$ cat config.mk
export PLATFORM = sky130hd
export DESIGN_NAME = tdma_frame_slot_sync_timer_unit
export DESIGN_NICKNAME = d
export VERILOG_FILES = /design/src/rtl/core/tfss_pkg.sv /design/src/rtl/core/tdma_frame_slot_sync_timer_unit.sv /design/src/rtl/core/tfss_div.sv /design/src/rtl/core/tfss_state.sv
export SDC_FILE = /design/constraint.sdc
export NUM_CORES = 2
export LEC_CHECK = 0
export BUFFER_PORTS_ARGS = -buffer_cell sky130_fd_sc_hd__buf_2
export CAP_MARGIN = 20
export CORE_UTILIZATION = 60
export DETAILED_ROUTE_END_ITERATION = 6
export PLACE_DENSITY_LB_ADDON = 0.15
export RECOVER_POWER = 25
export REMOVE_ABC_BUFFERS = 1
export SLEW_MARGIN = 20
export SYNTH_ARGS = -nofsm -noshare
export SYNTH_HDL_FRONTEND = slang
export SYNTH_SLANG_ARGS = --single-unit
export TNS_END_PERCENT = 50
$ cat constraint.sdc
create_clock -name clock -period 28 [get_ports clock]
set_input_delay 2.8 -clock clock [delete_from_list [all_inputs] [get_ports clock]]
set_output_delay 2.8 -clock clock [all_outputs]
set_load 0.02 [all_outputs]
$ cat src/rtl/core/tfss_pkg.sv
package tfss_pkg;

   // Field widths
   localparam int TIME_US_W    = 64;
   localparam int WORD_W       = 32;
   localparam int SLOT_COUNT_W = 9;
   localparam int SLOT_INDEX_W = 8;
   localparam int KIND_W       = 2;
   localparam int DIV_COUNT_W  = $clog2(TIME_US_W);

   // Stream payload widths
   localparam int REQ_TDATA_W  = 160;
   localparam int RSP_FIELDS_W = 235;
   localparam int RSP_TDATA_W  = 240;

   // Configuration port
   localparam int CSR_INDEX_W = 3;
   localparam int CSR_DATA_W  = 32;

   localparam logic [CSR_INDEX_W-1:0] CSR_MASTER_MODE = 3'd0;
   localparam logic [CSR_INDEX_W-1:0] CSR_FRAME_LEN   = 3'd1;
   localparam logic [CSR_INDEX_W-1:0] CSR_SLOT_LEN    = 3'd2;
   localparam logic [CSR_INDEX_W-1:0] CSR_SLOT_COUNT  = 3'd3;
   localparam logic [CSR_INDEX_W-1:0] CSR_SYNC_WAIT   = 3'd4;
   localparam logic [CSR_INDEX_W-1:0] CSR_LOSS_LIMIT  = 3'd5;

   // Register values after reset
   localparam logic                    RST_MASTER_MODE = 1'b0;
   localparam logic [WORD_W-1:0]       RST_FRAME_LEN   = 32'd100000;
   localparam logic [WORD_W-1:0]       RST_SLOT_LEN    = 32'd10000;
   localparam logic [SLOT_COUNT_W-1:0] RST_SLOT_COUNT  = 9'd10;
   localparam logic [WORD_W-1:0]       RST_SYNC_WAIT   = 32'd500;
   localparam logic [WORD_W-1:0]       RST_LOSS_LIMIT  = 32'd3;

   typedef enum logic [KIND_W-1:0] {
      KIND_START  = 2'd0,
      KIND_TICK   = 2'd1,
      KIND_SYNC   = 2'd2,
      KIND_UNUSED = 2'd3
   } req_kind_type;

   typedef enum logic [1:0] {
      ST_IDLE,
      ST_START,
      ST_DIV,
      ST_HOLD
   } fsm_state_type;

   typedef struct packed {
      logic                   wen;
      logic [CSR_INDEX_W-1:0] index;
      logic [CSR_DATA_W-1:0]  data;
   } csr_write_type;

   typedef struct packed {
      logic                    master_mode;
      logic [WORD_W-1:0]       frame_len_us;
      logic [WORD_W-1:0]       slot_len_us;
      logic [SLOT_COUNT_W-1:0] slot_count;
      logic [WORD_W-1:0]       sync_wait_ms;
      logic [WORD_W-1:0]       loss_limit;
   } cfg_type;

   // Timer view captured when an event is applied
   typedef struct packed {
      logic [WORD_W-1:0]    frame_number;
      logic [TIME_US_W-1:0] elapsed_us;
      logic                 lost_flag;
      logic [WORD_W-1:0]    missed_ticks;
      logic [WORD_W-1:0]    frames_total;
      logic [WORD_W-1:0]    losses_total;
      logic [WORD_W-1:0]    loss_duration_ms;
      logic                 broadcast_due;
      logic                 frame_advanced;
   } snap_type;

   typedef struct packed {
      logic busy;
      logic done;
   } div_status_type;

endpackage

$ cat src/rtl/core/tdma_frame_slot_sync_timer_unit.sv
// TDMA frame and slot timer with a slave sync watchdog. Each request beat is
// one event (start, tick or sync received, kind in req_tuser) stamped with the
// local microsecond and millisecond time, and yields exactly one response beat
// with the frame number, the clamped slot index and offset, the watchdog
// counters and the read-and-clear broadcast and frame-advanced flags. The
// event updates the timer state at the edge it is accepted; the slot index
// and offset then come from a shared restoring divider that retires one
// quotient bit per cycle over the 64-bit elapsed time, so the response beat
// is loaded once the divider is done and the output register is free, and
// the sequencer then returns to idle, ready to take the next event.
// req_tready is high only between events; a new event may be taken while the
// previous response still waits in the output register. Configuration writes
// take effect on the next cycle and must be issued only while no event is in
// flight.
module tdma_frame_slot_sync_timer_unit
   import tfss_pkg::*;
(
   input  logic                    clock,
   input  logic                    reset,

   input  logic                    csr_wen,
   input  logic [CSR_INDEX_W-1:0]  csr_index,
   input  logic [CSR_DATA_W-1:0]   csr_wdata,

   input  logic                    req_tvalid,
   output logic                    req_tready,
   // now_us[63:0], now_ms[95:64], remote_frame[127:96], remote_time_ms[159:128]
   input  logic [REQ_TDATA_W-1:0]  req_tdata,
   // req_type[1:0]
   input  logic [KIND_W-1:0]       req_tuser,

   output logic                    rsp_tvalid,
   input  logic                    rsp_tready,
   // frame_number[31:0], slot_index[39:32], slot_offset_us[71:40],
   // frame_offset_us[103:72], lost_flag[104], missed_ticks[136:105],
   // frames_total[168:137], losses_total[200:169], loss_duration_ms[232:201],
   // broadcast_due[233], frame_advanced[234], zero fill[239:235]
   output logic [RSP_TDATA_W-1:0]  rsp_tdata
);

   fsm_state_type state_ff, state_in;

   csr_write_type  csr;
   cfg_type        cfg;
   snap_type       snap;
   div_status_type div_status;

   logic                   req_accept;
   logic                   out_free;
   logic                   div_start;
   logic                   load_out;
   logic [TIME_US_W-1:0]   quotient;
   logic [WORD_W-1:0]      remainder;

   logic [SLOT_COUNT_W-1:0] lim_full;
   logic [SLOT_INDEX_W-1:0] lim;
   logic                    over;
   logic [SLOT_INDEX_W-1:0] slot_index;

   logic                   rsp_valid_ff, rsp_valid_in;
   logic [RSP_TDATA_W-1:0] rsp_data_ff,  rsp_data_in;

   assign csr.wen   = csr_wen;
   assign csr.index = csr_index;
   assign csr.data  = csr_wdata;

   assign req_accept = req_tvalid && req_tready;
   assign out_free   = !rsp_valid_ff || rsp_tready;

   tfss_state u_state (
      .clock          (clock),
      .reset          (reset),
      .csr            (csr),
      .evt_valid      (req_accept),
      .kind           (req_kind_type'(req_tuser)),
      .now_us         (req_tdata[63:0]),
      .now_ms         (req_tdata[95:64]),
      .remote_frame   (req_tdata[127:96]),
      .remote_time_ms (req_tdata[159:128]),
      .cfg            (cfg),
      .snap           (snap)
   );

   tfss_div u_div (
      .clock     (clock),
      .reset     (reset),
      .start     (div_start),
      .dividend  (snap.elapsed_us),
      .divisor   (cfg.slot_len_us),
      .status    (div_status),
      .quotient  (quotient),
      .remainder (remainder)
   );

   // Sequencer next state
   always_comb begin
      state_in = state_ff;
      case (state_ff)
         ST_IDLE: begin
            if (req_accept) begin
               state_in = ST_START;
            end
         end
         ST_START: state_in = ST_DIV;
         ST_DIV: begin
            if (div_status.done) begin
               state_in = out_free ? ST_IDLE : ST_HOLD;
            end
         end
         ST_HOLD: begin
            if (out_free) begin
               state_in = ST_IDLE;
            end
         end
         default: state_in = ST_IDLE;
      endcase
   end

   // Sequencer outputs
   always_comb begin
      req_tready = 1'b0;
      div_start  = 1'b0;
      load_out   = 1'b0;
      case (state_ff)
         ST_IDLE:  req_tready = 1'b1;
         ST_START: div_start  = 1'b1;
         ST_DIV:   load_out   = div_status.done && out_free;
         ST_HOLD:  load_out   = out_free;
         default: ;
      endcase
   end

   // Clamp the quotient below the slot count, saturating at the index range
   always_comb begin
      lim_full   = (cfg.slot_count == '0) ? '0 : cfg.slot_count - SLOT_COUNT_W'(1);
      lim        = lim_full[SLOT_COUNT_W-1] ? '1 : lim_full[SLOT_INDEX_W-1:0];
      over       = (|quotient[TIME_US_W-1:SLOT_INDEX_W]) ||
                   (quotient[SLOT_INDEX_W-1:0] > lim);
      slot_index = over ? lim : quotient[SLOT_INDEX_W-1:0];
   end

   // Pack the response beat and hold it until taken
   always_comb begin
      rsp_data_in  = rsp_data_ff;
      rsp_valid_in = rsp_valid_ff && !rsp_tready;
      if (load_out) begin
         rsp_valid_in = 1'b1;
         rsp_data_in  = {{(RSP_TDATA_W-RSP_FIELDS_W){1'b0}},
                         snap.frame_advanced,
                         snap.broadcast_due,
                         snap.loss_duration_ms,
                         snap.losses_total,
                         snap.frames_total,
                         snap.missed_ticks,
                         snap.lost_flag,
                         snap.elapsed_us[WORD_W-1:0],
                         remainder,
                         slot_index,
                         snap.frame_number};
      end
   end

   always_ff @(posedge clock) begin
      if (reset) begin
         state_ff     <= ST_IDLE;
         rsp_valid_ff <= 1'b0;
      end else begin
         state_ff     <= state_in;
         rsp_valid_ff <= rsp_valid_in;
      end
      rsp_data_ff <= rsp_data_in;
   end

   assign rsp_tvalid = rsp_valid_ff;
   assign rsp_tdata  = rsp_data_ff;

`ifndef SYNTH
   a_idle_div_quiet: assert property (@(posedge clock) disable iff (reset)
      (state_ff == ST_IDLE) |-> !div_status.busy)
      else $error("divider busy while sequencer idle");

   a_accept_starts: assert property (@(posedge clock) disable iff (reset)
      req_accept |=> (state_ff == ST_START))
      else $error("accepted event did not start the divider");

   a_load_shows: assert property (@(posedge clock) disable iff (reset)
      load_out |=> rsp_valid_ff)
      else $error("loaded response not presented");
`endif

endmodule

$ cat src/rtl/core/tfss_div.sv
module tfss_div
   import tfss_pkg::*;
(
   input  logic                  clock,
   input  logic                  reset,
   input  logic                  start,
   input  logic [TIME_US_W-1:0]  dividend,
   input  logic [WORD_W-1:0]     divisor,
   output div_status_type        status,
   output logic [TIME_US_W-1:0]  quotient,
   output logic [WORD_W-1:0]     remainder
);

   logic [WORD_W-1:0]      rem_ff,   rem_in;
   logic [TIME_US_W-1:0]   quot_ff,  quot_in;
   logic [DIV_COUNT_W-1:0] count_ff, count_in;
   logic                   busy_ff,  busy_in;
   logic                   done_ff,  done_in;

   logic [WORD_W:0] partial;
   logic [WORD_W:0] diff;
   logic            fits;

   // One restoring step per cycle; a zero divisor always fits, which leaves
   // an all-ones quotient and the low word of the dividend as remainder
   always_comb begin
      partial  = {rem_ff, quot_ff[TIME_US_W-1]};
      fits     = partial >= {1'b0, divisor};
      diff     = partial - {1'b0, divisor};
      rem_in   = rem_ff;
      quot_in  = quot_ff;
      count_in = count_ff;
      busy_in  = busy_ff;
      done_in  = 1'b0;
      if (start) begin
         rem_in   = '0;
         quot_in  = dividend;
         count_in = '0;
         busy_in  = 1'b1;
      end else if (busy_ff) begin
         rem_in   = fits ? diff[WORD_W-1:0] : partial[WORD_W-1:0];
         quot_in  = {quot_ff[TIME_US_W-2:0], fits};
         count_in = count_ff + DIV_COUNT_W'(1);
         if (count_ff == DIV_COUNT_W'(TIME_US_W - 1)) begin
            busy_in = 1'b0;
            done_in = 1'b1;
         end
      end
   end

   always_ff @(posedge clock) begin
      if (reset) begin
         busy_ff  <= 1'b0;
         done_ff  <= 1'b0;
         count_ff <= '0;
      end else begin
         busy_ff  <= busy_in;
         done_ff  <= done_in;
         count_ff <= count_in;
      end
      rem_ff  <= rem_in;
      quot_ff <= quot_in;
   end

   assign status.busy = busy_ff;
   assign status.done = done_ff;
   assign quotient    = quot_ff;
   assign remainder   = rem_ff;

endmodule

$ cat src/rtl/core/tfss_state.sv
module tfss_state
   import tfss_pkg::*;
(
   input  logic                 clock,
   input  logic                 reset,
   input  csr_write_type        csr,
   input  logic                 evt_valid,
   input  req_kind_type         kind,
   input  logic [TIME_US_W-1:0] now_us,
   input  logic [WORD_W-1:0]    now_ms,
   input  logic [WORD_W-1:0]    remote_frame,
   input  logic [WORD_W-1:0]    remote_time_ms,
   output cfg_type              cfg,
   output snap_type             snap
);

   cfg_type cfg_ff, cfg_in;

   logic                 started_ff,     started_in;
   logic [WORD_W-1:0]    frame_count_ff, frame_count_in;
   logic [TIME_US_W-1:0] frame_start_ff, frame_start_in;
   logic                 adv_pend_ff,    adv_pend_in;
   logic                 bc_pend_ff,     bc_pend_in;
   logic [WORD_W-1:0]    last_sync_ff,   last_sync_in;
   logic [WORD_W-1:0]    missed_ff,      missed_in;
   logic [WORD_W-1:0]    opened_ff,      opened_in;
   logic [WORD_W-1:0]    loss_count_ff,  loss_count_in;
   logic [WORD_W-1:0]    loss_start_ff,  loss_start_in;
   logic                 lost_ff,        lost_in;
   snap_type             snap_ff,        snap_in;

   logic [TIME_US_W-1:0] elapsed_old;
   logic                 frame_due;
   logic [WORD_W-1:0]    sync_age;
   logic                 timed_out;
   logic [WORD_W-1:0]    missed_inc;
   logic                 restart;
   logic                 bc_evt;
   logic                 adv_evt;
   logic                 bcast;

   // Decode configuration writes
   always_comb begin
      cfg_in = cfg_ff;
      if (csr.wen) begin
         case (csr.index)
            CSR_MASTER_MODE: cfg_in.master_mode  = csr.data[0];
            CSR_FRAME_LEN:   cfg_in.frame_len_us = csr.data;
            CSR_SLOT_LEN:    cfg_in.slot_len_us  = csr.data;
            CSR_SLOT_COUNT:  cfg_in.slot_count   = csr.data[SLOT_COUNT_W-1:0];
            CSR_SYNC_WAIT:   cfg_in.sync_wait_ms = csr.data;
            CSR_LOSS_LIMIT:  cfg_in.loss_limit   = csr.data;
            default: ;
         endcase
      end
   end

   // Apply one event to the timer and watchdog
   always_comb begin
      elapsed_old = now_us - frame_start_ff;
      frame_due   = elapsed_old >= {{(TIME_US_W-WORD_W){1'b0}}, cfg_ff.frame_len_us};
      sync_age    = now_ms - last_sync_ff;
      timed_out   = sync_age > cfg_ff.sync_wait_ms;
      missed_inc  = missed_ff + WORD_W'(1);

      started_in     = started_ff;
      frame_count_in = frame_count_ff;
      frame_start_in = frame_start_ff;
      adv_evt        = adv_pend_ff;
      bc_evt         = bc_pend_ff;
      last_sync_in   = last_sync_ff;
      missed_in      = missed_ff;
      opened_in      = opened_ff;
      loss_count_in  = loss_count_ff;
      loss_start_in  = loss_start_ff;
      lost_in        = lost_ff;
      restart        = 1'b0;

      case (kind)
         KIND_START: begin
            started_in     = 1'b1;
            frame_count_in = '0;
            frame_start_in = now_us;
            adv_evt        = 1'b0;
            bc_evt         = cfg_ff.master_mode;
            last_sync_in   = now_ms;
            missed_in      = '0;
            opened_in      = '0;
            loss_count_in  = '0;
            loss_start_in  = '0;
            lost_in        = 1'b0;
            restart        = 1'b1;
         end
         KIND_TICK: begin
            if (started_ff) begin
               if (frame_due) begin
                  frame_start_in = now_us;
                  frame_count_in = frame_count_ff + WORD_W'(1);
                  opened_in      = opened_ff + WORD_W'(1);
                  adv_evt        = 1'b1;
                  restart        = 1'b1;
                  if (cfg_ff.master_mode) begin
                     bc_evt = 1'b1;
                  end
               end
               if (!cfg_ff.master_mode && timed_out) begin
                  missed_in = missed_inc;
                  if (!lost_ff && missed_inc >= cfg_ff.loss_limit) begin
                     lost_in       = 1'b1;
                     loss_start_in = now_ms;
                     loss_count_in = loss_count_ff + WORD_W'(1);
                  end
               end
            end
         end
         KIND_SYNC: begin
            if (!cfg_ff.master_mode) begin
               frame_count_in = remote_frame;
               frame_start_in = now_us;
               last_sync_in   = remote_time_ms;
               missed_in      = '0;
               restart        = 1'b1;
               if (lost_ff) begin
                  lost_in       = 1'b0;
                  loss_start_in = '0;
               end
            end
         end
         KIND_UNUSED: ;
         default: ;
      endcase

      // Report and clear the pending flags
      bcast       = cfg_ff.master_mode && started_in && bc_evt;
      bc_pend_in  = bc_evt && !bcast;
      adv_pend_in = 1'b0;

      snap_in.frame_number     = frame_count_in;
      snap_in.elapsed_us       = restart ? '0 : elapsed_old;
      snap_in.lost_flag        = lost_in;
      snap_in.missed_ticks     = missed_in;
      snap_in.frames_total     = opened_in;
      snap_in.losses_total     = loss_count_in;
      snap_in.loss_duration_ms = lost_in ? (now_ms - loss_start_in) : '0;
      snap_in.broadcast_due    = bcast;
      snap_in.frame_advanced   = adv_evt;
   end

   always_ff @(posedge clock) begin
      if (reset) begin
         cfg_ff.master_mode  <= RST_MASTER_MODE;
         cfg_ff.frame_len_us <= RST_FRAME_LEN;
         cfg_ff.slot_len_us  <= RST_SLOT_LEN;
         cfg_ff.slot_count   <= RST_SLOT_COUNT;
         cfg_ff.sync_wait_ms <= RST_SYNC_WAIT;
         cfg_ff.loss_limit   <= RST_LOSS_LIMIT;
         started_ff     <= 1'b0;
         frame_count_ff <= '0;
         frame_start_ff <= '0;
         adv_pend_ff    <= 1'b0;
         bc_pend_ff     <= 1'b0;
         last_sync_ff   <= '0;
         missed_ff      <= '0;
         opened_ff      <= '0;
         loss_count_ff  <= '0;
         loss_start_ff  <= '0;
         lost_ff        <= 1'b0;
      end else begin
         cfg_ff <= cfg_in;
         if (evt_valid) begin
            started_ff     <= started_in;
            frame_count_ff <= frame_count_in;
            frame_start_ff <= frame_start_in;
            adv_pend_ff    <= adv_pend_in;
            bc_pend_ff     <= bc_pend_in;
            last_sync_ff   <= last_sync_in;
            missed_ff      <= missed_in;
            opened_ff      <= opened_in;
            loss_count_ff  <= loss_count_in;
            loss_start_ff  <= loss_start_in;
            lost_ff        <= lost_in;
         end
      end
      if (evt_valid) begin
         snap_ff <= snap_in;
      end
   end

   assign cfg  = cfg_ff;
   assign snap = snap_ff;

endmodule
==> Flow_metrics.wiki <==
{| class="wikitable"
! Metric !! Value
|-
| Status || complete, but fails checks
|-
| Violations in the final reports || max-capacitance violations, max-slew violations
|-
| Worst Path Class, Setup || in2reg
|-
| Dominant synthesized flop cell || sky130_fd_sc_hd__edfxtp_1
|-
| TritonCTS clock tree || done
|-
| Net switching component of the power || 1.13 mW
|-
| Final Non-Filler Cells || 6866
|-
| Startpoint type of the worst setup path || primary input
|-
| Relative contribution of sequential cells to total power || 43.0%
|-
| Placed cell count || 6661
|-
| Number of vias after detailed routing || 41292
|-
| Remaining design rule violation count || 0
|-
| Clock network latency to the later pin of the worst-skew pair || 0.68 ns
|-
| First-pass GRT wire length || 213000 microns
|-
| Final wirelength || 138000 microns
|-
| Worst setup slack after layout || 15.37 ns
|-
| Wire length per cell || 20.1 microns
|-
| Maximum clock skew at final layout || 0.0284 ns
|-
| Cell chosen for the clock root || sky130_fd_sc_hd__clkbuf_16
|-
| Reg2reg setup slack || 17.28 ns
|-
| Cell with the largest stage delay on the worst path || sky130_fd_sc_hd__and2_1
|-
| Mean area per synthesized cell || 9.33 sq um
|-
| Area growth, synth to finish || 12.8%
|-
| Most used cell, CP || sky130_fd_sc_hd__a21o_1
|-
| Number of instances in the synthesized netlist || 5375
|-
| Gate power share || 20.6%
|-
| Arrival time at the worst endpoint || 13.02 ns
|-
| Area of the core region || 0.0824 sq mm
|-
| Smallest hold slack || 0.415 ns
|-
| DRT antenna net count || 0
|-
| Total grt overflow || 0
|-
| Final slew viol count || 473
|-
| # hold bufs at CTS || 0
|-
| Post-synthesis instance area || 0.0502 sq mm
|-
| Starting density of the core || 60.9%
|-
| Achievable clock frequency || 0.0792 GHz
|-
| Total clock buffers created by CTS || 101
|-
| Category of the worst setup path capture point || register
|-
| Share of the clock period used by the worst path after layout || 45.1%
|-
| Number of sinks handled by clock tree synthesis || 966
|-
| Yosys synthesis warning count || 0
|-
| Post-synthesis cell type with the largest combined area || sky130_fd_sc_hd__edfxtp_1
|-
| Unrepaired setup endpoints after global routing || false
|-
| Top cell type's share of synthesized area || 31.5%
|-
| X dimension of the die || 291 microns
|-
| Area of the die || 0.0848 sq mm
|-
| Total of cells resized after clock tree synthesis || 0
|-
| Placed wire-length estimate || 95900 microns
|-
| Transition at the pin with the smallest max-transition slack || 5.27 ns
|-
| Number of flip-flops and latches in the synthesized netlist || 966
|-
| Most instantiated library cell after synthesis || sky130_fd_sc_hd__nand2_1
|-
| Nets@finish || 6167
|-
| Final worst path period need || 12.63 ns
|-
| Data required time of the worst path || 28.39 ns
|-
| Vias per inst || 6.01
|-
| Max stage delay on crit path || 0.77 ns
|-
| Leakage power figure || 21.8 nW
|-
| Internal power summed over all cells || 2.75 mW
|-
| Final total negative setup slack || 0 ns
|-
| Post-CTS setup-driven buffer insertion count || 0
|-
| Depth of the CTS H-tree || 3
|-
| Proportion of synthesized flip-flops having asynchronous set or reset || 0%
|-
| Worst setup slack after placement || 15.03 ns
|-
| Vertical extent of the die || 291 microns
|-
| Maximum fanout count along the critical path || 33
|-
| Switching share of power || 29.2%
|-
| Max-slew headroom || -251%
|-
| Total count of hold-check failures in the final report || 0
|-
| Max cap viols || 7
|-
| Initial antenna violation count || 21
|-
| Count of final setup violators || 0
|-
| Type of the worst min-delay path || reg2reg
|-
| Standard-cell row count || 105
|-
| Via count of the first global-routing pass || 38371
|-
| Clock network fraction of total power || 36.4%
|-
| Worst supply voltage drop on vdd || 46.0 uV
|-
| Number of top-level pins || 444
|-
| Fraction of layout instances using a drive strength above 1 || 12.3%
|-
| Maximum number of pins on one net before global-route repair || 104
|-
| TritonRoute pass-1 iters || 6
|-
| Maximum buffer depth of the clock tree || 3
|-
| Iteration-0 DRC count of the detailed router || 3959
|-
| Layout Utilization || 68.7%
|-
| Ranking of synthesized cells by instance count || sky130_fd_sc_hd__nand2_1, sky130_fd_sc_hd__edfxtp_1, sky130_fd_sc_hd__dfxtp_1, sky130_fd_sc_hd__nor2_1, sky130_fd_sc_hd__a21oi_1
|-
| Placer congestion estimate || 0.929
|-
| Pwr Density || 68.6 mW/mm^2
|-
| Proportion of synthesized chip area in sequential cells || 49.1%
|-
| Number of buffers inserted by port buffering || 438
|-
| Count of flip-flops with a built-in enable after synthesis || 526
|-
| Area contributors post-synth || sky130_fd_sc_hd__edfxtp_1, sky130_fd_sc_hd__dfxtp_1, sky130_fd_sc_hd__ha_1, sky130_fd_sc_hd__nand2_1, sky130_fd_sc_hd__a21oi_1
|-
| Post-synth cell types || 94
|-
| Total GRT Usage || 31.8%
|-
| Clock-pin slew of the registers on the worst-case setup and hold paths || 0.06 ns
|}
==> cell type report <==
cell class / count / area [sq um]
fill: 6480 / 25800
sequential: 966 / 24600
multi-input combinational: 3833 / 23400
clock buffer: 129 / 2810
timing repair buffer: 488 / 2550
tap: 1070 / 1340
inverter: 304 / 1150
clock inverter: 62 / 702
antenna: 14 / 35.0
==> critical path: cells and delay by family <==
kind / cells / cell delay [ns]
AO/OA/AOI/OAI: 29 / 5.81
AND/OR/NAND/NOR: 8 / 2.03
adder cells (fa/ha/maj): 4 / 1.18
buffers and inverters: 4 / 0.88
XOR/XNOR: 2 / 0.27
==> registers in the layout, summed over array words and instances (netlist names) <==
name / count
rsp_tdata: 235
u_state.frame_start_ff: 64
rsp_tvalid: 1
u_state.cfg: 138
u_state.lost_ff: 1
u_state.frame_count_ff: 32
u_state.snap: 227
u_div.quotient: 64
u_div.remainder: 32
u_state.missed_ff: 32
state_ff: 2
u_div.count_ff: 6
u_state.last_sync_ff: 32
u_state.loss_count_ff: 32
u_state.bc_pend_ff: 1
u_div.done_ff: 1
u_div.busy_ff: 1
u_state.opened_ff: 32
u_state.started_ff: 1
u_state.loss_start_ff: 32
==> layer usage <==
metal / up-vias / global-route usage, % / share of wire, %
li1: 19853 / - / -
met1: 19524 / 44.0 / 43
met2: 1647 / 50.1 / 45
met3: 260 / 5.41 / 8.5
met4: 8 / 11.9 / 3.3
met5: - / 0 / 0.033
==> layout by cell type (no fill, tap or decap), types with 125 or more instances in the layout <==
cell type                  synthesis  routed
sky130_fd_sc_hd__buf_2             8     437
sky130_fd_sc_hd__dfxtp_1         440     439
sky130_fd_sc_hd__inv_1           301     300
sky130_fd_sc_hd__ha_1            267     267
sky130_fd_sc_hd__a21oi_1         431     430
sky130_fd_sc_hd__nand2_1         876     873
sky130_fd_sc_hd__o21ai_0         205     205
sky130_fd_sc_hd__edfxtp_1        526     526
sky130_fd_sc_hd__nor2_1          433     425
sky130_fd_sc_hd__nand3_1         125     125
==> metrics by stage <==
stage	total power, mW	instance area, sq um
floorplan	2.26	49000
global placement	2.46	53100
detailed placement	2.48	53100
CTS	3.89	56600
global route	4.05	56600
finish	3.88	56600
==> worst paths after layout <==
kind | cells after the start | startpoint | endpoint
worst max register to register | 47 | u_state.last_sync_ff[1] | u_state.snap[30]
worst max-delay path | 47 | req_tdata[65] | u_state.snap[30]
worst min register to register | 0 | u_state.snap[76] | rsp_tdata[147]
worst min-delay path | 0 | u_state.snap[76] | rsp_tdata[147]
==> power groups by stage <==
stage / Combinational, mW / Clock, mW / Sequential (mW)
2_1_floorplan: 0.576 / 0 / 1.68
3_3_place_gp: 0.768 / 0 / 1.69
3_5_place_dp: 0.784 / 0 / 1.70
4_1_cts: 0.791 / 1.43 / 1.67
5_1_grt: 0.887 / 1.49 / 1.68
6_report: 0.801 / 1.41 / 1.67
==> logic make-up after synthesis <==
kind of cell    synth area share, %
compound gates                 16.7
flops                          49.1
xor+xnor                       4.03
simple gates                   17.4
buf+inv                        4.53
other cells                 0.00748
mux                            1.51
fa+ha+maj                      6.82
(Power assumes the default switching activity.)
